File: config.mk
export PLATFORM = sky130hd
export DESIGN_NAME = ps2_scancode_key_event_decoder_core_flat
export DESIGN_NICKNAME = d
export VERILOG_FILES = /design/src/hw/rtl/psk_pkg.sv /design/src/hw/rtl/psk_if.sv /design/src/hw/rtl/ps2_scancode_key_event_decoder_core.sv /design/src/flat_wrapper.sv
export SDC_FILE = /design/constraint.sdc
export NUM_CORES = 1
export LEC_CHECK = 0
export BUFFER_PORTS_ARGS = -buffer_cell sky130_fd_sc_hd__buf_2
export CELL_PAD_IN_SITES_DETAIL_PLACEMENT = 1
export CELL_PAD_IN_SITES_GLOBAL_PLACEMENT = 2
export CORE_MARGIN = 8
export CORE_UTILIZATION = 41
export CTS_CLUSTER_SIZE = 30
export DETAILED_ROUTE_END_ITERATION = 7
export PLACE_DENSITY_LB_ADDON = 0.1
export SLEW_MARGIN = 40
export SYNTH_ARGS = -nofsm -noshare
export SYNTH_HDL_FRONTEND = slang
export SYNTH_SLANG_ARGS = --single-unit
File: constraint.sdc
create_clock -name i_clk -period 5.4 [get_ports i_clk]
set_clock_uncertainty 0.05 [all_clocks]
set_input_delay 0.54 -clock i_clk [delete_from_list [all_inputs] [get_ports i_clk]]
set_output_delay 0.54 -clock i_clk [all_outputs]
set_load 0.02 [all_outputs]
File: src/hw/rtl/psk_pkg.sv
// ----------------------------------------------------------------------------
// psk_pkg
// Scan code set 1 constants, lookup tables and modifier helpers.
// ----------------------------------------------------------------------------
package psk_pkg;

    typedef logic [7:0] t_byte;
    typedef logic [1:0] t_pos;

    localparam t_byte PFX_E0      = 8'hE0;
    localparam t_byte PFX_E1      = 8'hE1;
    localparam t_byte SINGLE_MAX  = 8'h58;
    localparam t_byte EXT_MIN     = 8'h1C;
    localparam t_byte EXT_MAX     = 8'h5C;
    localparam t_byte PAUSE_2ND   = 8'h1D;
    localparam t_byte PAUSE_3RD   = 8'h45;

    localparam t_pos  POS_FIRST   = 2'd0;
    localparam t_pos  POS_SECOND  = 2'd1;
    localparam t_pos  POS_THIRD   = 2'd2;

    localparam t_byte KEY_NONE        = 8'h00;
    localparam t_byte KEY_PAUSE       = 8'h13;
    localparam t_byte KEY_CAPS_LOCK   = 8'h14;
    localparam t_byte KEY_NUM_LOCK    = 8'h90;
    localparam t_byte KEY_SCROLL_LOCK = 8'h91;
    localparam t_byte KEY_LEFT_SHIFT  = 8'hA0;
    localparam t_byte KEY_RIGHT_SHIFT = 8'hA1;
    localparam t_byte KEY_LEFT_CTRL   = 8'hA2;
    localparam t_byte KEY_RIGHT_CTRL  = 8'hA3;
    localparam t_byte KEY_LEFT_ALT    = 8'hA4;
    localparam t_byte KEY_RIGHT_ALT   = 8'hA5;

    localparam t_byte MOD_RALT    = 8'h01;
    localparam t_byte MOD_LALT    = 8'h02;
    localparam t_byte MOD_RCTRL   = 8'h04;
    localparam t_byte MOD_LCTRL   = 8'h08;
    localparam t_byte MOD_SHIFT   = 8'h10;
    localparam t_byte MOD_NUM     = 8'h20;
    localparam t_byte MOD_SCROLL  = 8'h40;
    localparam t_byte MOD_CAPS    = 8'h80;
    localparam t_byte MOD_LOCKS   = MOD_NUM | MOD_SCROLL | MOD_CAPS;

    localparam int CAPS_BIT   = 7;
    localparam int NUM_BIT    = 5;
    localparam int SCROLL_BIT = 6;

    function automatic t_byte single_vk(input logic [6:0] code);
        t_byte vk;
        case (code)
            7'h01: vk = 8'h1B;  7'h02: vk = 8'h31;  7'h03: vk = 8'h32;  7'h04: vk = 8'h33;
            7'h05: vk = 8'h34;  7'h06: vk = 8'h35;  7'h07: vk = 8'h36;  7'h08: vk = 8'h37;
            7'h09: vk = 8'h38;  7'h0A: vk = 8'h39;  7'h0B: vk = 8'h30;  7'h0C: vk = 8'hBD;
            7'h0D: vk = 8'hBB;  7'h0E: vk = 8'h08;  7'h0F: vk = 8'h09;  7'h10: vk = 8'h51;
            7'h11: vk = 8'h57;  7'h12: vk = 8'h45;  7'h13: vk = 8'h52;  7'h14: vk = 8'h54;
            7'h15: vk = 8'h59;  7'h16: vk = 8'h55;  7'h17: vk = 8'h49;  7'h18: vk = 8'h4F;
            7'h19: vk = 8'h50;  7'h1A: vk = 8'hDB;  7'h1B: vk = 8'hDD;  7'h1C: vk = 8'h0D;
            7'h1D: vk = 8'hA2;  7'h1E: vk = 8'h41;  7'h1F: vk = 8'h53;  7'h20: vk = 8'h44;
            7'h21: vk = 8'h46;  7'h22: vk = 8'h47;  7'h23: vk = 8'h48;  7'h24: vk = 8'h4A;
            7'h25: vk = 8'h4B;  7'h26: vk = 8'h4C;  7'h27: vk = 8'hBA;  7'h28: vk = 8'hDE;
            7'h29: vk = 8'hC0;  7'h2A: vk = 8'hA0;  7'h2B: vk = 8'hDC;  7'h2C: vk = 8'h5A;
            7'h2D: vk = 8'h58;  7'h2E: vk = 8'h43;  7'h2F: vk = 8'h56;  7'h30: vk = 8'h42;
            7'h31: vk = 8'h4E;  7'h32: vk = 8'h4D;  7'h33: vk = 8'hBC;  7'h34: vk = 8'hBE;
            7'h35: vk = 8'hBF;  7'h36: vk = 8'hA1;  7'h37: vk = 8'h6A;  7'h38: vk = 8'hA4;
            7'h39: vk = 8'h20;  7'h3A: vk = 8'h14;  7'h3B: vk = 8'h70;  7'h3C: vk = 8'h71;
            7'h3D: vk = 8'h72;  7'h3E: vk = 8'h73;  7'h3F: vk = 8'h74;  7'h40: vk = 8'h75;
            7'h41: vk = 8'h76;  7'h42: vk = 8'h77;  7'h43: vk = 8'h78;  7'h44: vk = 8'h79;
            7'h45: vk = 8'h90;  7'h46: vk = 8'h91;  7'h47: vk = 8'h67;  7'h48: vk = 8'h68;
            7'h49: vk = 8'h69;  7'h4A: vk = 8'h6D;  7'h4B: vk = 8'h64;  7'h4C: vk = 8'h65;
            7'h4D: vk = 8'h66;  7'h4E: vk = 8'h6B;  7'h4F: vk = 8'h61;  7'h50: vk = 8'h62;
            7'h51: vk = 8'h63;  7'h52: vk = 8'h60;  7'h53: vk = 8'h6E;  7'h54: vk = 8'h2A;
            7'h57: vk = 8'h7A;  7'h58: vk = 8'h7B;
            default: vk = KEY_NONE;
        endcase
        return vk;
    endfunction

    function automatic t_byte ext_vk(input logic [6:0] code);
        t_byte vk;
        case (code)
            7'h1C: vk = 8'h6C;  7'h1D: vk = 8'hA3;  7'h35: vk = 8'h6F;  7'h37: vk = 8'h2A;
            7'h38: vk = 8'hA5;  7'h46: vk = 8'h13;  7'h47: vk = 8'h24;  7'h48: vk = 8'h26;
            7'h49: vk = 8'h21;  7'h4B: vk = 8'h25;  7'h4D: vk = 8'h27;  7'h4F: vk = 8'h23;
            7'h50: vk = 8'h28;  7'h51: vk = 8'h22;  7'h52: vk = 8'h2D;  7'h53: vk = 8'h2E;
            7'h5B: vk = 8'h5B;  7'h5C: vk = 8'h5C;
            default: vk = KEY_NONE;
        endcase
        return vk;
    endfunction

    function automatic t_byte modifier_mask(input t_byte vk);
        t_byte m;
        case (vk)
            KEY_RIGHT_ALT:   m = MOD_RALT;
            KEY_LEFT_ALT:    m = MOD_LALT;
            KEY_RIGHT_CTRL:  m = MOD_RCTRL;
            KEY_LEFT_CTRL:   m = MOD_LCTRL;
            KEY_LEFT_SHIFT:  m = MOD_SHIFT;
            KEY_RIGHT_SHIFT: m = MOD_SHIFT;
            KEY_CAPS_LOCK:   m = MOD_CAPS;
            KEY_NUM_LOCK:    m = MOD_NUM;
            KEY_SCROLL_LOCK: m = MOD_SCROLL;
            default:         m = 8'h00;
        endcase
        return m;
    endfunction

    function automatic logic [2:0] led_pattern(input t_byte st);
        return {st[CAPS_BIT], st[NUM_BIT], st[SCROLL_BIT]};
    endfunction

endpackage

File: src/hw/rtl/psk_if.sv
// ----------------------------------------------------------------------------
// psk_if
// Valid/ready channels for scan bytes and key event words.
// ----------------------------------------------------------------------------
interface psk_byte_if;
    logic       valid;
    logic       ready;
    logic [7:0] scan_byte;

    modport source (output valid, output scan_byte, input ready);
    modport sink   (input valid, input scan_byte, output ready);
endinterface

interface psk_event_if;
    logic       valid;
    logic       ready;
    logic       key_down;
    logic [7:0] virtual_key;
    logic [7:0] modifier_flags;
    logic       led_update;
    logic [2:0] led_bits;

    modport source (output valid, output key_down, output virtual_key,
                    output modifier_flags, output led_update, output led_bits,
                    input ready);
    modport sink   (input valid, input key_down, input virtual_key,
                    input modifier_flags, input led_update, input led_bits,
                    output ready);
endinterface

File: src/hw/rtl/ps2_scancode_key_event_decoder_core.sv
// ----------------------------------------------------------------------------
// ps2_scancode_key_event_decoder_core
// Scan code set 1 byte stream to key event decoder with modifier tracking.
// ----------------------------------------------------------------------------
// Usage:
//   i_scan carries one raw keyboard byte per word. o_event carries one key
//   event word per recognized key: make/break, virtual key, modifier flags,
//   and an led update flag with the led pattern for the current lock state.
//   Prefix bytes (E0, E1), unmapped codes, fake shifts and pause release give
//   no event word.
//   A byte is taken into an input register, then decoded through a short
//   table lookup into the event register. Throughput: one byte per cycle
//   while o_event does not stall, with a single decode stage between the
//   input and event registers.
//   The input register keeps accepting while an event word waits, as long as
//   the word it holds can move on; when o_event stalls, both registers fill
//   and i_scan.ready drops until the event word is taken.
//   Reset clears the byte position, the held prefix codes, the modifier and
//   lock state and both valid flags.
// ----------------------------------------------------------------------------
module ps2_scancode_key_event_decoder_core (
    input  logic               i_clk,
    input  logic               i_rst_n,
    psk_byte_if.sink           i_scan,
    psk_event_if.source        o_event
);
    import psk_pkg::*;

    logic       r_in_valid;
    t_byte      r_in_byte;
    t_byte      r_first;
    t_byte      r_second;
    t_pos       r_pos;
    t_byte      r_mod;

    logic       r_out_valid;
    logic       r_out_down;
    t_byte      r_out_vk;
    t_byte      r_out_mod;
    logic       r_out_upd;

    logic       advance;
    t_byte      n_first;
    t_byte      n_second;
    t_pos       n_pos;
    t_byte      n_mod;
    logic       down;
    t_byte      vk;
    t_byte      mask;
    logic       upd;

    assign advance       = r_in_valid && (!r_out_valid || o_event.ready);
    assign i_scan.ready  = !r_in_valid || advance;

    always_comb begin
        n_first  = r_first;
        n_second = r_second;
        n_pos    = POS_FIRST;
        n_mod    = r_mod;
        down     = 1'b0;
        vk       = KEY_NONE;
        upd      = 1'b0;
        case (r_pos)
            POS_FIRST: begin
                n_first = r_in_byte;
                if (r_in_byte == PFX_E0 || r_in_byte == PFX_E1) begin
                    n_pos = POS_SECOND;
                end else begin
                    down = ~r_in_byte[7];
                    if ({1'b0, r_in_byte[6:0]} <= SINGLE_MAX) begin
                        vk = single_vk(r_in_byte[6:0]);
                    end
                end
            end
            POS_SECOND: begin
                n_second = r_in_byte;
                if (r_first == PFX_E1) begin
                    n_pos = POS_THIRD;
                end else begin
                    down = ~r_in_byte[7];
                    if ({1'b0, r_in_byte[6:0]} >= EXT_MIN
                            && {1'b0, r_in_byte[6:0]} <= EXT_MAX) begin
                        vk = ext_vk(r_in_byte[6:0]);
                    end
                end
            end
            default: begin
                if (r_second == PAUSE_2ND && r_in_byte == PAUSE_3RD) begin
                    down = 1'b1;
                    vk   = KEY_PAUSE;
                end
            end
        endcase
        mask = modifier_mask(vk);
        if ((mask & MOD_LOCKS) != 8'h00) begin
            if (down) begin
                n_mod = r_mod ^ mask;
                upd   = 1'b1;
            end
        end else if (down) begin
            n_mod = r_mod | mask;
        end else begin
            n_mod = r_mod & ~mask;
        end
    end

    always_ff @(posedge i_clk) begin
        if (!i_rst_n) begin
            r_in_valid  <= 1'b0;
            r_out_valid <= 1'b0;
            r_first     <= '0;
            r_second    <= '0;
            r_pos       <= POS_FIRST;
            r_mod       <= '0;
        end else begin
            if (i_scan.valid && i_scan.ready) begin
                r_in_valid <= 1'b1;
            end else if (advance) begin
                r_in_valid <= 1'b0;
            end
            if (advance) begin
                r_first     <= n_first;
                r_second    <= n_second;
                r_pos       <= n_pos;
                r_mod       <= n_mod;
                r_out_valid <= (vk != KEY_NONE);
            end else if (o_event.ready) begin
                r_out_valid <= 1'b0;
            end
        end
    end

    always_ff @(posedge i_clk) begin
        if (i_scan.valid && i_scan.ready) begin
            r_in_byte <= i_scan.scan_byte;
        end
        if (advance) begin
            r_out_down <= down;
            r_out_vk   <= vk;
            r_out_mod  <= n_mod;
            r_out_upd  <= upd;
        end
    end

    assign o_event.valid          = r_out_valid;
    assign o_event.key_down       = r_out_down;
    assign o_event.virtual_key    = r_out_vk;
    assign o_event.modifier_flags = r_out_mod;
    assign o_event.led_update     = r_out_upd;
    assign o_event.led_bits       = led_pattern(r_out_mod);

endmodule

File: src/flat_wrapper.sv
// flat-port wrapper written by rule: the top's interface ports become plain ports
module ps2_scancode_key_event_decoder_core_flat import psk_pkg::*;
  (i_clk, i_rst_n, i_scan_valid, i_scan_scan_byte, i_scan_ready, o_event_valid, o_event_key_down, o_event_virtual_key, o_event_modifier_flags, o_event_led_update, o_event_led_bits, o_event_ready);
  psk_byte_if i_scan_i ();
  psk_event_if o_event_i ();
  input  logic i_clk;
  input  logic i_rst_n;
  input wire logic [$bits(i_scan_i.valid)-1:0] i_scan_valid;
  input wire logic [$bits(i_scan_i.scan_byte)-1:0] i_scan_scan_byte;
  output wire logic [$bits(i_scan_i.ready)-1:0] i_scan_ready;
  output wire logic [$bits(o_event_i.valid)-1:0] o_event_valid;
  output wire logic [$bits(o_event_i.key_down)-1:0] o_event_key_down;
  output wire logic [$bits(o_event_i.virtual_key)-1:0] o_event_virtual_key;
  output wire logic [$bits(o_event_i.modifier_flags)-1:0] o_event_modifier_flags;
  output wire logic [$bits(o_event_i.led_update)-1:0] o_event_led_update;
  output wire logic [$bits(o_event_i.led_bits)-1:0] o_event_led_bits;
  input wire logic [$bits(o_event_i.ready)-1:0] o_event_ready;
  assign i_scan_i.valid = i_scan_valid;
  assign i_scan_i.scan_byte = i_scan_scan_byte;
  assign i_scan_ready = i_scan_i.ready;
  assign o_event_valid = o_event_i.valid;
  assign o_event_key_down = o_event_i.key_down;
  assign o_event_virtual_key = o_event_i.virtual_key;
  assign o_event_modifier_flags = o_event_i.modifier_flags;
  assign o_event_led_update = o_event_i.led_update;
  assign o_event_led_bits = o_event_i.led_bits;
  assign o_event_i.ready = o_event_ready;
  ps2_scancode_key_event_decoder_core u_core (.i_clk(i_clk), .i_rst_n(i_rst_n), .i_scan(i_scan_i), .o_event(o_event_i));
endmodule
# Yosys cells after proc, flatten, opt, wreduce, memory -nomap -nowiden
# Memory sizes are Yosys's and may differ from the RTL's. A register that Yosys moved wholly into a read port is not among the register bits.
# Cells that the tools add are included.
[totals] register_bits=54 wordCells=94 mem_bits_ro=1024 n_memories=1
[classes] n_mux=24 magnitude_cmp=3 n_reduce_logical=17 eq_ne=33 bitwise_logic=5
[memory_table] name="(no name shown)" words=128 word_bits=8 read_ports=1 rd_clocked_by_memory_dff=1 wr=0 line_no="psk_pkg.sv:50" rtl="case (code)"
[op_table] cell="$pmux 8 s18" count=1
[op_table] cell="$eq 7x7->1 const B" count=13
[op_table] cell="$eq 8x8->1 const B" count=11
[op_table] cell="$pmux 8 s8" count=1
[op_table] cell="$mux 8" count=7
[op_table] cell="$eq 7x6->1 const B" count=3
[op_table] cell="$eq 8x5->1 const B" count=2
[op_table] cell="$pmux 8 s2" count=1
[op_table] cell="$reduce_bool 8->1" count=2
[op_table] cell="$eq 7x5->1 const B" count=2
[op_table] cell="$le 7x7->1 const B" count=2
[op_table] cell="$mux 1" count=9
[op_table] cell="$and 8x8->8" count=1
[op_table] cell="$eq 8x7->1 const B" count=1
[op_table] cell="$not 8->8" count=1
[op_table] cell="$or 8x8->8" count=1
[op_table] cell="$xor 8x8->8" count=1
[op_table] cell="$ge 7x5->1 const B" count=1
[op_table] cell="$mux 7" count=1
[op_table] cell="$mux 5" count=1
[op_table] cell="$logic_and 1x1->1" count=4
[op_table] cell="$pmux 2 s2" count=1
[op_table] cell="$reduce_and 2->1" count=2
[op_table] cell="$reduce_bool 2->1" count=2
[op_table] cell="8 further kinds" count=11

# Depth between registers and ports, before layout
# Gate-level depths: netlist of the first run.
[logic_depth] word_depth=12 mapped_depth=12

# Worst setup path before layout of the first run
# Ideal clock, no wire load.
[synth_timing] path_type="input-to-reg" start="in o_event_ready" end="reg (tool-made name)" slack_ns=2.096 required_time_ns=5.244 t_arrival_ns=3.148 path_stages=9 path_cell_list="and3b_1 clkinv_1 nand2_1 mux2_2 ha_1 or3b_2 nor3b_1 or3_1 o311ai_0"
[synth_lines] element="start, declared" line_no="flat_wrapper.sv:17" rtl="input wire logic [$bits(o_event_i.ready)-1:0] o_event_ready;"

# Worst setup path in the final report of the first run
[layout_timing] start="reg u_core.r_in_byte[5]" end="reg u_core.r_out_mod[2], in the netlist u_core.o_event.modifier_flags[2], data pin"
[layout_via] elab_chain_len=12
[layout_rtl] element="start, declared" line_no="ps2_scancode_key_event_decoder_core.sv:30" rtl="t_byte r_in_byte;"
[layout_rtl] element="start signal, assigned" line_no="ps2_scancode_key_event_decoder_core.sv:135" rtl="r_in_byte <= i_scan.scan_byte;"
[layout_rtl] element="$ge 7x5->1, or another cell as far along" line_no="ps2_scancode_key_event_decoder_core.sv:81" rtl="if ({1'b0, r_in_byte[6:0]} >= EXT_MIN"
[layout_rtl] element="$logic_and 1x1->1 or $pmux 8 s18 (tied branches)" line_no="ps2_scancode_key_event_decoder_core.sv:82, psk_pkg.sv:80"
[layout_rtl] element="$mux 8" line_no="ps2_scancode_key_event_decoder_core.sv:81"
[layout_rtl] element="$mux 8" line_no="ps2_scancode_key_event_decoder_core.sv:77" rtl="if (r_first == PFX_E1) begin"
[layout_rtl] element="$pmux 8 s2" line_no="ps2_scancode_key_event_decoder_core.sv:63" rtl="case (r_pos)"
[layout_rtl] element="$eq 8x8->1" line_no="psk_pkg.sv:93" rtl="case (vk)"
[layout_rtl] element="$reduce_or 2->1 (no line)"
[layout_rtl] element="$pmux 8 s8" line_no="psk_pkg.sv:93"
[layout_rtl] element="$not 8->8" line_no="ps2_scancode_key_event_decoder_core.sv:103" rtl="n_mod = r_mod & ~mask;"
[layout_rtl] element="$and 8x8->8" line_no="ps2_scancode_key_event_decoder_core.sv:103"
[layout_rtl] element="$mux 8" line_no="ps2_scancode_key_event_decoder_core.sv:100" rtl="end else if (down) begin"
[layout_rtl] element="$mux 8 (*)" line_no="ps2_scancode_key_event_decoder_core.sv:95" rtl="if ((mask & MOD_LOCKS) != 8'h00) begin"
[layout_rtl] element="via u_core.n_mod[2]" line_no="ps2_scancode_key_event_decoder_core.sv:46" rtl="t_byte n_mod;"
[layout_rtl] element="end signal, assigned" line_no="ps2_scancode_key_event_decoder_core.sv:140" rtl="r_out_mod <= n_mod;"
[layout_rtl] element="end, declared" line_no="ps2_scancode_key_event_decoder_core.sv:39" rtl="t_byte r_out_mod;"
# Mark *: on every way through the listed nets, which the timed path passes. The rest lies on a longest branch.
# A chain may end at the register's enable or synchronous reset.

==> run metrics, run 1 <==
status complete, no violations; fillers 1,264; worst hold slack 0.3104 ns; crit path cell chain nor4bb_1 -> a211oi_1 -> and2_1 -> a22oi_1 -> nand2_2 -> nor3b_1 -> mux2_1; num rows 38; Yosys reg bits 62; Finished Layout Cells 664; CP arrival 3.67 ns; GRT Util Overall 0.1956; die span in x 120.7 um; reg2reg start u_core.r_in_byte[5]$_DFFE_PP_; final net count 544; Initial DRC Count 337; Core ar. 0.01079 sq mm; CP Capture Type flop; crit-path max cell delay 0.82 ns; root buf cell clkbuf_8; Ports 35; async set-or-reset flop fraction in the synthesized netlist 0; Max clock buf depth 2; synthesized instance count 511; Final Cycle Share 0.6711; Crit Path Class flop to flop; Critical Path RT 5.44 ns; Hold Path Class input port to flop; Via density 6.227; initial antenna violation count 0; synthesized cell area 0.004494 sq mm; unrepaired setup endpoints after global routing false; Syn-to-layout area delta 7.879%; CTS tree yes; share of cells above drive strength 1 0.1565; Worst setup endpoint u_core.o_event.modifier_flags[2]$_DFFE_PP_; Clock Latency Late Sink 0.35 ns; post-synthesis sequential area ratio 0.3341; clock-pin transition on the worst setup and hold timing paths 0.08 ns; Detail Route Antenna Nets 0; largest net degree at the start of global routing 37; R2R Path End u_core.o_event.modifier_flags[2]$_DFFE_PP_; Worst R2R Path Depth 7; number of port buffers 34; post-CTS setup buffers 0; DRC errors left 0; Placer Congestion 0.8565; first-pass GRT wire length 22.92 mm; vias 4,135; Antenna diodes 0; maximum vdd drop 0.0001054 V; TritonCTS buffer count 9; WP buf/inv 0; endpoints failing setup 0; Post-synth EDFFs 26; R2R setup slack 1.78 ns; Final HPWL DP 9.691 mm; post-CTS sizing 0; Levels on crit path 7; grt ovf 0; fin. max-slew vios 0; fin crit period 3.624 ns; Syn Area/Cell 8.795 sq um; clk sink count 62; die span in y 120.7 um; Max Cap Viol 0; main flop type after synthesis dfxtp_1; 1st-pass router iterations 4; area occupied by multi-input gates 0.002729 sq mm; crit-path leading delay family simple AND/OR/NAND/NOR gates; initial cell density of the core 0.4164; Worst Path Max Fanout 18; Mapped Nets 536; final hold vios 0; most common cell after layout, fill and taps aside nor2_1; Setup TNS 0 ns; Yosys warnings 0; wire per inst 20.84 um; most frequent cells in the layout nor2_1 (43), nand2_1 (38), dfxtp_1 (36); area of the die 0.01457 sq mm; Slew headroom 0.4610; Crit-path slowest cell edfxtp_1; register area 0.001501 sq mm; Cell variety after synth 88; CP Launch Type flop; PD cells 251.9 mW/mm^2; DP Cell Count 647; Routed WL 13.84 mm; Worst Setup SP u_core.r_in_byte[5]$_DFFE_PP_; vias in the first global route 4,260; Tightest Pin Transition 0.8066 ns; Peak Freq 276.0 MHz; Leak Pwr 1.874 nW; Max H-tree Level 3; cts hold-fix bufs 0
[power by group]
| group | switching [W] | internal, W | total [W] | leakage (nW) |
|---|---|---|---|---|
| registers | 0.0000313 | 0.000518 | 0.000550 | 0.543 |
| clock network | 0.000198 | 0.000167 | 0.000365 | 0.0772 |
| logic | 0.000200 | 0.000107 | 0.000307 | 1.25 |
| total | 0.000430 | 0.000792 | 0.00122 | 1.87 |
[worst min path at each step]
| stage | from | end | slack (ns) | depth (start not counted) |
|---|---|---|---|---|
| floorplan | u_core.r_mod[4]$_SDFFE_PN0P_ | u_core.r_mod[4]$_SDFFE_PN0P_ | 0.39 | 2 |
| global placement | u_core.r_mod[4]$_SDFFE_PN0P_ | u_core.r_mod[4]$_SDFFE_PN0P_ | 0.39 | 2 |
| detailed placement | u_core.r_mod[0]$_SDFFE_PN0P_ | u_core.r_mod[0]$_SDFFE_PN0P_ | 0.42 | 2 |
| CTS | i_scan_scan_byte[7] | u_core.r_in_byte[7]$_DFFE_PP_ | 0.30 | 1 |
| global route | i_scan_scan_byte[7] | u_core.r_in_byte[7]$_DFFE_PP_ | 0.30 | 1 |
| finish | i_scan_scan_byte[7] | u_core.r_in_byte[7]$_DFFE_PP_ | 0.31 | 1 |
[Yosys cell counts (all sizes together) (3+ instances only)]
master | count | share of area
a211oi | 10 | 0.017
o21ai | 20 | 0.022
nor3 | 20 | 0.025
o211a | 3 | 0.0067
nand3b | 5 | 0.0084
nand4b | 3 | 0.0058
inv | 11 | 0.0092
or3b | 7 | 0.014
o311ai | 8 | 0.016
or3 | 3 | 0.0042
o211ai | 12 | 0.021
or4 | 3 | 0.0050
nor3b | 5 | 0.011
o311a | 3 | 0.0067
and2 | 4 | 0.0056
nor2b | 3 | 0.0042
ha | 13 | 0.036
a21o | 6 | 0.010
nand2 | 39 | 0.033
buf | 23 | 0.031
nor4bb | 6 | 0.013
a31oi | 12 | 0.017
xnor2 | 5 | 0.0097
nand3 | 23 | 0.027
and3 | 9 | 0.013
a2111oi | 4 | 0.012
clkbuf | 21 | 0.018
edfxtp | 26 | 0.17
nor2 | 44 | 0.037
mux2i | 23 | 0.051
a221oi | 5 | 0.015
mux2 | 9 | 0.023
dfxtp | 36 | 0.16
nand4 | 5 | 0.0070
a21oi | 24 | 0.027
nor4 | 7 | 0.0097
nand2b | 9 | 0.013
[cell families after synthesis]
logic type | after synthesis | synth area share
and+or+nand+nor | 207 | 0.2572
AOI/OAI and AO/OA | 135 | 0.2294
DFF | 62 | 0.3341
buffers and inverters | 57 | 0.05958
muxes | 32 | 0.07377
adders and majority gates | 13 | 0.03619
xor gates and xnor gates | 5 | 0.009743
[area by class of cell]
type	count	area share
Sequential cell	62	0.3097
Multi-Input combinational cell	392	0.5628
Inverter	13	0.01006
Timing Repair Buffer	41	0.04671
Clock buffer	11	0.02710
Clock inverter	5	0.007484
Tap cell	140	0.03613
[metrics by stage]
stage	area (sq um)	util	power, W	setup slack (ns)
CTS	4837	0.4482	0.001224	1.733
finish	4848	0.4492	0.001221	1.776
floorplan	4494	-	0.0007784	2.096
detailed placement	4669	0.4326	0.0008626	1.648
global route	4848	0.4492	0.001289	1.549
global placement	4668	0.4325	0.0008581	1.736
[layer usage]
metal	share of wire	track usage	vias to the layer above
li1	-	-	1962
met1	0.46	0.2561	2031
met2	0.46	0.3098	112
met3	0.051	0.03776	30
met4	0.022	0.07963	0
met5	0	0	-
(Power assumes the default switching activity.)
==> inputs of run 2 (changes only) <==
--- a/config.mk
+++ b/config.mk
@@ -5,11 +5,12 @@
 export SDC_FILE = /design/constraint.sdc
 export NUM_CORES = 1
 export LEC_CHECK = 0
+export ABC_AREA = 1
 export BUFFER_PORTS_ARGS = -buffer_cell sky130_fd_sc_hd__buf_2
 export CELL_PAD_IN_SITES_DETAIL_PLACEMENT = 1
 export CELL_PAD_IN_SITES_GLOBAL_PLACEMENT = 2
 export CORE_MARGIN = 8
-export CORE_UTILIZATION = 41
+export CORE_UTILIZATION = 33
 export CTS_CLUSTER_SIZE = 30
 export DETAILED_ROUTE_END_ITERATION = 7
 export PLACE_DENSITY_LB_ADDON = 0.1
==> constraint.sdc (replaced) <==
create_clock -name i_clk -period 3.4 [get_ports i_clk]
set_clock_uncertainty 0.05 [all_clocks]
set_input_delay 0.34 -clock i_clk [delete_from_list [all_inputs] [get_ports i_clk]]
set_output_delay 0.34 -clock i_clk [all_outputs]
set_load 0.02 [all_outputs]
==> run metrics, run 2 <==
status complete, no violations; CP Capture Type flop; Syn Area/Cell 6.622 sq um (-25%); top-area cell type share of the netlist area 0.1914 (+0.01769); synthesized instance count 616 (+21%); Reg power frac 0.395 (-0.055); post-CTS sizing 0 (unchanged); crit-path max cell delay 0.46 ns (-0.36 ns); most instantiated cells after synthesis nand2_1 (181), nor2_1 (74), inv_1 (57), nand3_1 (57), o21ai_0 (57); area of the die 0.01617 sq mm (+11%); most frequent cells in the layout nand2_1 (181), nor2_1 (74), inv_1 (57), nand3_1 (57), o21ai_0 (56); async set-or-reset flop fraction in the synthesized netlist 0 (unchanged); Worst Path Max Fanout 14 (-4); fin crit period 2.906 ns (-0.7178 ns); Leak Pwr 2.267 nW (+21%); Clock Latency Late Sink 0.34 ns (about the same); Initial DRC Count 265 (-21%); most used cell, CP nand2_1; Core ar. 0.01206 sq mm (+12%); Post-synth EDFFs 26 (unchanged); number of port buffers 34 (unchanged); final hold vios 0 (unchanged); main flop type after synthesis dfxtp_1; Synth area leader edfxtp_1; CTS tree yes; wire per inst 16.64 um (-20%); endpoints failing setup 0 (unchanged); CP arrival 3.14 ns (-0.53 ns); Logic pwr share 0.220 (-0.031); Yosys reg bits 62 (unchanged); register area 0.001501 sq mm (unchanged); initial antenna violation count 0 (unchanged); PD cells 465.0 mW/mm^2 (+85%); first-pass GRT wire length 22.31 mm (-2.6%); largest net degree at the start of global routing 35 (-5.4%); Core Util, Final 0.3921 (-0.05711); most common cell after layout, fill and taps aside nand2_1; Psw 0.0007237 W (+68%); root buf cell clkbuf_16; area occupied by multi-input gates 0.002217 sq mm (-19%); Hold Path Class input port to flop; Detail Route Antenna Nets 0 (unchanged); cts hold-fix bufs 0 (unchanged); worst hold slack 0.1304 ns (-0.1800 ns); unrepaired setup endpoints after global routing false; share of cells above drive strength 1 0.1277 (-0.02883); 1st-pass router iterations 4 (unchanged); sw frac 0.3291 (-0.02270); Syn-to-layout area delta 15.95%; DRC errors left 0 (unchanged); num rows 40 (+5.3%); placed instance area 0.004456 sq mm (-4.6%); crit path cell chain nand3_1 -> nand2_1 -> inv_1 -> nand2_1 -> nand2_1 -> ha_1 -> inv_1 -> nor2_1 -> nand2_1 -> a21oi_1 -> o21ai_0 -> nand3_1 -> nand2_1 -> nand2_1; Slew headroom 0.6260 (+0.1650); Mapped Nets 641 (+20%); fin. max-slew vios 0 (unchanged); GRT Util Overall 0.1759 (-0.01973); Max H-tree Level 3 (unchanged); clock-pin transition on the worst setup and hold timing paths 0.06 ns (-0.02 ns); Final HPWL DP 10.81 mm (+12%); vias 4,233 (+2.4%); Peak Freq 344.1 MHz (+25%); post-route design area 0.004730 sq mm (-2.5%); maximum vdd drop 0.0001801 V (+71%); grt ovf 0 (unchanged); TritonCTS buffer count 9 (unchanged); fillers 1,567 (+24%); Cell variety after synth 34 (-61%); initial cell density of the core 0.3382 (-0.07824); Antenna diodes 0 (unchanged); die span in y 127.2 um (+5.4%); Final Cycle Share 0.8547 (+0.1836); post-CTS setup buffers 0 (unchanged); vias in the first global route 4,369 (+2.6%); Via density 5.125 (-18%); Clk pwr share 0.385 (+0.086); Max clock buf depth 2 (unchanged); Routed WL 13.74 mm (-0.69%); post-synthesis sequential area ratio 0.3681 (+0.03402); Max Cap Viol 0 (unchanged); most numerous cell in the Yosys netlist nand2_1; Placer Congestion 0.9269 (+8.2%); die span in x 127.2 um (+5.4%); dominant cells by area after synthesis edfxtp_1 (19%), dfxtp_1 (18%), nand2_1 (17%), nand3_1 (7.0%), o21ai_0 (7.0%); clk sink count 62 (unchanged); CP Launch Type flop; Crit Path Class flop to flop; Yosys warnings 0 (unchanged); Critical Path RT 3.64 ns (-1.80 ns); R2R setup slack 0.49 ns (-1.28 ns); Crit-path slowest cell ha_1; Ports 35 (unchanged); Setup TNS 0 ns (unchanged); synthesized cell area 0.004079 sq mm (-9.2%); final net count 678 (+25%); Tightest Pin Transition 0.5596 ns (-0.2470 ns); Int Power 0.001475 W (+86%)
## run 2: path summary, 6_finish.rpt
path / from / endpoint / depth (start not counted)
max reg2reg: u_core.r_in_valid$_SDFFE_PN0P_ / flop / 14
min reg2reg: u_core.r_first[4]$_SDFFE_PN0P_ / u_core.r_first[4]$_SDFFE_PN0P_ / 2
max: u_core.r_in_valid$_SDFFE_PN0P_ / flop / 14
min: i_scan_scan_byte[7] / u_core.r_in_byte[7]$_DFFE_PP_ / 1
## run 2: metrics by stage
stage	power (W)	setup slack, ns	std cells
floorplan	0.001206	0.5989	616
global placement	0.001361	0.4893	810
detailed placement	0.001368	0.4160	810
CTS	0.002225	0.5308	826
global route	0.002316	0.1781	826
finish	0.002199	0.4941	826
## run 2: power by group through the flow
| stage | clock network [W] | logic, W | registers (W) |
|---|---|---|---|
| after detailed placement | 0 | 0.000482 | 0.000885 |
| after global placement | 0 | 0.000478 | 0.000883 |
| after floorplan | 0 | 0.000319 | 0.000887 |
| final | 0.000847 | 0.000483 | 0.000869 |
| after CTS | 0.000871 | 0.000484 | 0.000870 |
| after global routing | 0.000898 | 0.000542 | 0.000875 |
## run 2: kinds of logic after synthesis
logic type	after synthesis	synth area share
compound gates	109	0.1445
fa+ha+maj	13	0.03988
buf+inv	89	0.08834
flops	62	0.3681
simple gates	343	0.3592
## run 2: critical path, delay by kind of cell (launching register included)
family          cells  cell delay, ns
flops               1            0.36
fa+ha+maj           1            0.46
compound gates      2            0.30
buf+inv             2            0.23
simple gates        9            1.44
## run 2: area by class of cell
class,count,area share
multi-input combinational,465,0.4688
inverter,67,0.05317
clock buffer,9,0.04762
timing repair buffer,48,0.05820
clock inverter,7,0.01032
tap,168,0.04444
sequential,62,0.3175
## run 2: per-layer routing
metal | vias to the layer above | routed length, um | GRT usage
li1 | 2103 | - | -
met5 | - | 0 | 0
met4 | 0 | 347 | 0.07838
met3 | 24 | 768 | 0.04368
met2 | 91 | 6419 | 0.2947
met1 | 2015 | 6208 | 0.2088
